===== src/rtl/temporal_plane_blend_defines.svh =====
// assertion macros for the temporal plane blend
`ifndef TEMPORAL_PLANE_BLEND_DEFINES_SVH
`define TEMPORAL_PLANE_BLEND_DEFINES_SVH

// same-cycle implication, held off while in reset
`define TPB_ASSERT_NOW(label, clk, rst_n, ante, cons) \
  label: assert property (@(posedge clk) disable iff (!(rst_n)) (ante) |-> (cons)) \
    else $error("tpb assertion failed");

// next-cycle implication, held off while in reset
`define TPB_ASSERT_NEXT(label, clk, rst_n, ante, cons) \
  label: assert property (@(posedge clk) disable iff (!(rst_n)) (ante) |=> (cons)) \
    else $error("tpb assertion failed");

`endif


===== src/rtl/tpb_ram.sv =====
// generic single-port-write, registered-read ram
`timescale 1ns / 1ps
`default_nettype none

module tpb_ram #(
  parameter int WIDTH = 8,
  parameter int DEPTH = 16
) (
  input  wire logic                     clk_i,
  input  wire logic                     we_i,
  input  wire logic [$clog2(DEPTH)-1:0] waddr_i,
  input  wire logic [WIDTH-1:0]         wdata_i,
  input  wire logic                     re_i,
  input  wire logic [$clog2(DEPTH)-1:0] raddr_i,
  output logic      [WIDTH-1:0]         rdata_o
);

  logic [WIDTH-1:0] mem_q [DEPTH];
  logic [WIDTH-1:0] rdata_q;

  always_ff @(posedge clk_i) begin
    if (we_i) begin
      mem_q[waddr_i] <= wdata_i;
    end
    if (re_i) begin
      rdata_q <= mem_q[raddr_i];
    end
  end

  assign rdata_o = rdata_q;

endmodule

`default_nettype wire


===== config.mk =====
export PLATFORM = sky130hd
export DESIGN_NAME = tpb_ram
export DESIGN_NICKNAME = d
export VERILOG_FILES = /design/src/rtl/temporal_plane_blend_defines.svh /design/src/rtl/tpb_ram.sv
export SDC_FILE = /design/constraint.sdc
export NUM_CORES = 1
export LEC_CHECK = 0
export BUFFER_PORTS_ARGS = -buffer_cell sky130_fd_sc_hd__buf_2
export CAP_MARGIN = 10
export CORE_AREA = 2 2 101 103
export CTS_CLUSTER_DIAMETER = 200
export CTS_CLUSTER_SIZE = 24
export DETAILED_ROUTE_END_ITERATION = 7
export DIE_AREA = 0 0 103 105
export PLACE_DENSITY = 0.72
export SLEW_MARGIN = 10
export SYNTH_ARGS = -nofsm -noshare
export SYNTH_HDL_FRONTEND = slang
export SYNTH_SLANG_ARGS = --single-unit

===== constraint.sdc =====
create_clock -name clk_i -period 2.3 [get_ports clk_i]
set_input_delay 0.46 -clock clk_i [delete_from_list [all_inputs] [get_ports clk_i]]
set_output_delay 0.46 -clock clk_i [all_outputs]
set_load 0.01 [all_outputs]

==> flow_summary.yaml, run 1 <==
finish:
  postLayoutCellArea_sq_um: 6230
  final_cells: 430
  nNetsFinal: 303
  syn_to_final_growth_pct: 19.1
  antenna_cells: 0
  drive_gt1_share_pct: 32.7
  utilization_pct: 64.6
  fillers: 663
critical_path:
  reg2reg_depth: 3
  critical_path.max_fanout: 1
  required_ps: 1840
  cp.arrival_ps: 1090
  crit_chain: "buf_2"
  worstSetupPathType: "reg2out"
  slowest_stage: "edfxtp_1"
  critPathMaxStageDelay_ps: 410
  crit_buf_inv: 1
  end_kind: "output port"
  worst_setup_path_start_kind: "flip-flop"
  crit_cells: 1
  crit_family: "flip-flops"
sta:
  worst_pin_slew_ps: 451
  period_needed_ps: 1550
  finClkSkew_ps: 5.53
  max_clock_freq_mhz: 646
  hold_viol: 0
  finalSetupTns_ps: 0
  setup_viol: 0
  maxSlewViolCount: 0
  slew_headroom_pct: 70.0
  rsz0062_at_grt: "false"
  post-route-period-util_pct: 67.3
synth:
  syn_avg_cell_area_sq_um: 22.8
  synth_nets: 248
  yosys-top-cells-count: "136 x edfxtp_1, 18 x mux4_2, 16 x a22oi_1"
  synth-edff-count: 136
  synth_top_area_share_pct: 78.1
  synth_seq_cells: 136
  synth_flop_cell: "edfxtp_1"
  yosys-top-cells-area: "edfxtp_1 78%, mux4_2 7.8%, mux4_1 7.0%"
  synth_top_area_cell: "edfxtp_1"
  synth.most_common_cell: "edfxtp_1"
  ys.warnings.count: 0
  synth_area_sq_um: 5230
  netlist-cell-type-count: 18
  synth_cells: 229
  synthArstFlopShare_pct: 0
  synth.yosys.seq_area_share_pct: 78.1
drt:
  via_count: 2467
  routedWlPerCell_um: 23.8
  antenna_left: 0
  firstDrtPassIters: 4
  first_iter_violations: 218
  dr_wl_met3_um: 546
  drt-total-wl_um: 10200
  m1WireLength_um: 4490
  wl_met2_um: 5100
  drc: 0
  top_layer: "met4"
  viasPerCell: 5.74
clock_network:
  insertion_delay_ps: 520
  clk_pin_slew_ps: 60
  cts_tree: "yes"
  cts_resized: 0
  cts_inserted_buffers: 17
  cts_root_buffer: "clkbuf_8"
  cts_buffer_depth: 2
  htree_num_levels: 4
  post-cts-setup-buffer-count: 0
  clock_sinks: 136
  hold_buffers: 0
die:
  num_rows: 36
  die_h_um: 105
  initial_utilization_pct: 54.2
  core-area_sq_um: 9640
  die_area_sq_um: 10800
  ios: 27
  die_w_um: 103
place:
  io_buffer_count: 26
  place_hpwl_um: 6180
  place_congestion: 0.754
  dpl.cell_count: 398
  placed_area_sq_um: 5610
grt:
  grtUsageTotal_pct: 21.6
  antenna_found_initial: 0
  overflow: 0
  grt_max_degree: 33
  grt_pass1_vias: 2517
  grt_pass1_wl_um: 15900
job:
  max-cap-violations: 0
power:
  p_leak_nw: 2.12
  ir_drop_uv: 563
  power_density_nw_per_um2: 936
  total_power_mw: 5.83
run_status:
  status: "completed"
hold_path:
  hp-class: "in2reg"
  min_path_cells: 1
-- kinds of logic (layout without fill, tap and decap cells) --
| family | count (synthesis) | after routing | synth area share (%) |
|---|---|---|---|
| AOI/OAI and AO/OA | 16 | 16 | 2.30 |
| buffers and inverters | 10 | 78 | 1.65 |
| DFF | 136 | 136 | 78.1 |
| muxes | 32 | 32 | 14.8 |
| and+or+nand+nor | 35 | 35 | 3.14 |
-- state kept, by name (all words and copies together) (netlist names) --
register and count:
rdata_o 8, mem_q 128
-- power by group --
group	internal [mW]	switching (mW)	leakage (nW)
sequential	2.79	0.0146	1.24
clock	1.76	1.00	0.291
combinational	0.110	0.150	0.588
total	4.66	1.17	2.12
-- routing by layer --
layer  vias to the layer above  global-route usage (%)
met4                         0                    7.05
met5                         -                       0
met1                      1277                    31.8
li1                       1092                       -
met2                        88                    31.2
met3                        10                    6.56
-- final timing paths --
kind,startpoint,endpoint,slack [ps]
setup / recovery,rdata_o[2],rdata_o[2],750
hold / removal,re_i,rdata_o[6],310
setup reg to reg,mem_q[8][4],rdata_o[4],790
hold reg to reg,mem_q[14][6],rdata_o[6],740
-- cell type report --
cell class | instances | area (sq um) | area share (%)
Clock buffer | 17 | 414 | 6.65
Tap cell | 133 | 166 | 2.67
Timing Repair Buffer | 46 | 305 | 4.90
Clock inverter | 15 | 200 | 3.21
Multi-Input combinational cell | 83 | 1060 | 17.0
Sequential cell | 136 | 4080 | 65.6
-- placed cells by master (no fill, tap or decap) --
master,instances
clkinv_4,2
mux4_1,14
buf_2,26
edfxtp_1,136
clkbuf_8,1
a22oi_1,16
nand2b_1,2
inv_6,2
and2b_1,1
nor2b_1,1
clkbuf_16,16
mux4_2,18
clkinv_2,3
buf_4,18
or3b_2,1
bufinv_16,4
buf_12,2
nand3_1,1
nand2_1,9
and2_1,1
nor3_1,4
nor2_1,13
nand3b_1,2
clkinvlp_4,4
-- per-stage QoR --
step / hold WS [ps] / worst slack, ps
after detailed placement: 727 / 236
after global placement: 729 / 245
after floorplan: 559 / 347
after global routing: 290 / 699
final: 311 / 753
after CTS: 291 / 703
Note: power is estimated with default switching activity, not from simulation.
==> inputs of run 2 (changes only) <==
Settings changed: CORE_AREA 2 2 101 103 to 2 2 102 104, DIE_AREA 0 0 103 105 to 0 0 104 106, PLACE_DENSITY 0.72 to 0.73.
Clock period 2.3 ns to 1.4 ns, I/O delays scaled along.
==> run 2 against run 1 <==
The run now ends with negative setup slack left. Setup slack got worse by 800 ps. Count of clock-buffer cells in the layout rose by 1. Clock power up 52%. Global-route usage is 2.0 points lower. Largest power group unchanged. Highest routed layer unchanged.
==> flow_summary.yaml, run 2 (same netlist as run 1, synthesis figures left out) <==
critical_path:
  crit_buf_inv: 0
  crit_chain: "mux4_2 > a22oi_2 > nand2_1"
  crit_family: "multiplexers"
  r2r_slack_ps: -50
  critical_path.max_fanout: 1
  worst_setup_path_start_kind: "flip-flop"
  critPathMaxStageDelay_ps: 490
  worstSetupPathType: "reg2reg"
  slowest_stage: "mux4_2"
  cp.arrival_ps: 1710
  end_kind: "flip-flop"
  required_ps: 1660
clock_network:
  clk_pin_slew_ps: 60
  cts_tree: "yes"
  post-cts-setup-buffer-count: 0
  cts_root_buffer: "clkbuf_8"
  cts_buffer_depth: 2
  insertion_delay_ps: 520
  cts_inserted_buffers: 17
  clock_sinks: 136
  htree_num_levels: 4
power:
  total_power_mw: 9.29
  power_density_nw_per_um2: 1460
  p_leak_nw: 2.12
  ir_drop_uv: 698
finish:
  drive_gt1_share_pct: 41.5
  final_cell_mix: "136 x edfxtp_1, 30 x mux4_2, 26 x buf_2"
  final_common_cell: "edfxtp_1"
  postLayoutCellArea_sq_um: 6350
  utilization_pct: 63.5
  nNetsFinal: 312
  syn_to_final_growth_pct: 21.5
  largest_reg_flops: 128
  antenna_cells: 0
  top_register: "mem_q"
  fillers: 684
place:
  place_congestion: 0.724
  io_buffer_count: 26
  place_hpwl_um: 6340
  placed_area_sq_um: 5770
sta:
  finClkSkew_ps: 13.2
  worst_pin_slew_ps: 847
  maxSlewViolCount: 0
  rsz0062_at_grt: "true"
  period_needed_ps: 1450
  setup_viol: 2
  hold_viol: 0
  max_clock_freq_mhz: 689
  holdWs_ps: 134
  worst_slack_ps: -50.5
  post-route-period-util_pct: 104
  slew_headroom_pct: 43.4
drt:
  viasPerCell: 5.57
  firstDrtPassIters: 4
  drt-total-wl_um: 9700
  antenna_left: 0
  via_count: 2460
  drc: 0
  routedWlPerCell_um: 21.9
  first_iter_violations: 226
job:
  max-cap-violations: 0
die:
  ios: 27
  die_area_sq_um: 11000
  die_w_um: 104
  initial_utilization_pct: 52.3
  die_h_um: 106
  core-area_sq_um: 10000
  num_rows: 37
grt:
  grt_max_degree: 18
  grtUsageTotal_pct: 19.6
  antenna_found_initial: 0
  grt_pass1_vias: 2675
  overflow: 0
  grt_pass1_wl_um: 15400
run_status:
  status: "complete, but fails checks"
  violations: "negative setup slack"
hold_path:
  hp-class: "in2reg"
-- run 2: changes by cell type in the layout (fill, tap and decap cells not counted), moves of 2 or more --
cell	before	now
a22oi_1	16	11
a22oi_2	0	5
buf_12	2	9
buf_4	18	20
bufinv_16	4	2
clkinv_2	3	1
clkinv_4	2	6
mux4_1	14	2
mux4_2	18	30
nor2_1	13	10
nor2_2	0	3
nor3_1	4	1
nor3_2	0	2
-- run 2: path summary, 6_finish.rpt --
path,start,end,depth (start not counted)
min reg2reg,mem_q[7][3],rdata_o[3],3
max,mem_q[10][1],rdata_o[1],3
min,re_i,rdata_o[3],1
max reg2reg,mem_q[10][1],rdata_o[1],3
-- run 2: metrics by stage --
stage	instances	setup WS, ps	TNS [ps]
after floorplan	229	-99.0	-677
after global placement	410	-391	-3770
after detailed placement	410	-405	-5090
after CTS	442	-36.4	-96.6
after global routing	442	-75.6	-377
final	442	-50.5	-79.5
-- run 2: timing repair --
| action | in CTS | in global routing |
|---|---|---|
| hold buffers | 0 | 0 |
| endpoints found under the setup margin | 8 | 11 |
| resized for setup | 7 | 0 |
| pin swaps | 1 | 1 |
-- run 2: layout make-up --
| cell class | count | area (sq um) | share of cell area [%] |
|---|---|---|---|
| clock buffer | 18 | 418 | 6.58 |
| clock inverter | 14 | 153 | 2.40 |
| multi-input combinational | 83 | 1070 | 16.8 |
| sequential | 136 | 4080 | 64.3 |
| tap | 136 | 170 | 2.68 |
| timing repair buffer | 55 | 460 | 7.25 |
-- run 2: where the power goes --
part	internal, mW	switching (mW)	leakage, nW
clock network	2.54	1.65	0.269
logic	0.224	0.256	0.616
registers	4.59	0.0274	1.24
-- run 2: per-layer routing --
metal | global-route usage (%) | share of wire (%) | up-vias
li1 | - | - | 1096
met1 | 26.5 | 41 | 1260
met2 | 30.9 | 52 | 98
met3 | 6.07 | 5.9 | 6
met4 | 6.56 | 1.1 | 0
met5 | 0 | 0 | -
==> inputs of run 3 (changes only) <==
Settings changed: CTS_BUF_LIST set to sky130_fd_sc_hd__clkbuf_16, PLACE_DENSITY 0.73 to unset, PLACE_DENSITY_LB_ADDON set to 0.2.
==> run 3 against run 2 <==
The run still ends with negative setup slack left. Setup slack better by 12 ps. Sequential cell count stayed put. Via count is 1.1% lower. Count of clock-buffer cells in the layout is 1 lower. Critical path type unchanged.
==> flow_summary.yaml, run 3 (same netlist as run 1, synthesis figures left out) <==
grt:
  overflow: 0
  grt_pass1_vias: 2554
  antenna_found_initial: 0
  grt_max_degree: 23
  grtUsageTotal_pct: 19.7
  grt_pass1_wl_um: 15100
clock_network:
  clock_sinks: 136
  cts_tree: "yes"
  cts_inserted_buffers: 17
  cts_buffer_depth: 2
  clk_pin_slew_ps: 60
  insertion_delay_ps: 410
  cts_root_buffer: "clkbuf_16"
  htree_num_levels: 4
die:
  die_area_sq_um: 11000
  initial_utilization_pct: 52.3
  die_w_um: 104
  num_rows: 37
  die_h_um: 106
  core-area_sq_um: 10000
  ios: 27
job:
  max-cap-violations: 0
drt:
  antenna_left: 0
  viasPerCell: 5.51
  routedWlPerCell_um: 22.3
  drc: 0
  firstDrtPassIters: 4
  first_iter_violations: 272
  drt-total-wl_um: 9830
  via_count: 2432
finish:
  nNetsFinal: 311
  syn_to_final_growth_pct: 21.3
  final_cell_mix: "136 x edfxtp_1, 30 x mux4_2, 26 x buf_2"
  antenna_cells: 0
  drive_gt1_share_pct: 42.3
  largest_reg_flops: 128
  top_register: "mem_q"
  final_common_cell: "edfxtp_1"
  final_cells: 441
sta:
  worst_slack_ps: -38.6
  period_needed_ps: 1440
  post-route-period-util_pct: 103
  hold_viol: 0
  rsz0062_at_grt: "true"
  maxSlewViolCount: 0
  slew_headroom_pct: 38.4
  max_clock_freq_mhz: 695
  finClkSkew_ps: 6.34
  worst_pin_slew_ps: 921
  setup_viol: 3
hold_path:
  min_path_cells: 1
  hp-class: "in2reg"
  hp-start: "re_i"
  min_to: "rdata_o[6]"
power:
  p_leak_nw: 2.12
  power_density_nw_per_um2: 1460
  ir_drop_uv: 802
  total_power_mw: 9.25
critical_path:
  r2r-start: "mem_q[2][6]"
  cp.arrival_ps: 1590
  worst_setup_path_start_kind: "flip-flop"
  reg2reg_depth: 3
  critical_path.max_fanout: 1
  worstSetupPathType: "reg2reg"
  r2r_slack_ps: -40
  required_ps: 1550
  end_kind: "flip-flop"
  r2r_end: "rdata_o[6]"
place:
  dpl.cell_count: 409
  place_hpwl_um: 6220
  place_congestion: 0.715
  io_buffer_count: 26
run_status:
  status: "complete, but fails checks"
  violations: "negative setup slack"
run 3: critical path, stage by stage, from the launching register on:
cell      delay, ps
edfxtp_1        380
mux4_2          480
a22oi_2         220
nand2_2         100
run 3: metal layers:
| metal | track usage (%) | part of all wire [%] | vias to the layer above |
|---|---|---|---|
| li1 | - | - | 1096 |
| met1 | 27.3 | 42 | 1241 |
| met2 | 30.3 | 50 | 84 |
| met3 | 4.72 | 6.6 | 11 |
| met4 | 8.59 | 1.6 | 0 |
| met5 | 0 | 0 | - |
run 3: layout make-up:
class                   count  area (sq um)
well taps                 136           170
flip-flops and latches    136          4080
fillers                   694          3660
clock buffers              17           425
repair buffers             54           440
clock inverters            15           138
multi-input cells          83          1090
run 3: worst max-delay path by stage:
stage / start / to / slack [ps] / depth (start not counted)
after CTS: mem_q[3][6] / rdata_o[6] / -50 / 3
final: mem_q[2][6] / rdata_o[6] / -40 / 3
after detailed placement: raddr_i[0] / rdata_o[3] / -470 / 6
after global routing: mem_q[2][6] / rdata_o[6] / -70 / 3
after global placement: raddr_i[0] / rdata_o[3] / -460 / 6
after floorplan: raddr_i[0] / rdata_o[2] / -100 / 5
run 3: report_power, final:
| group | internal [mW] | switching (mW) | total, mW |
|---|---|---|---|
| Combinational | 0.220 | 0.269 | 0.489 |
| Clock | 2.58 | 1.56 | 4.15 |
| Sequential | 4.59 | 0.0224 | 4.61 |
| Total | 7.39 | 1.85 | 9.25 |
run 3: what timing repair did:
item	CTS	global route
endpoints found under the setup margin	8	7
resized for setup	6	5
pin swaps	0	3
hold buffers	0	0
buffers inserted	0	0
run 3: stage by stage:
step           utilization (%)  hold slack (ps)  setup WS, ps  setup TNS [ps]  instance area [sq um]
6_report                  63.4              244         -38.6           -53.5                   6340
5_1_grt                   63.4              236         -69.3            -271                   6340
4_1_cts                   63.4              234         -49.6            -133                   6340
3_5_place_dp              57.5              664          -472           -5470                   5750
3_3_place_gp              57.5              662          -462           -4740                   5750
2_1_floorplan                -              379         -99.0            -677                   5260
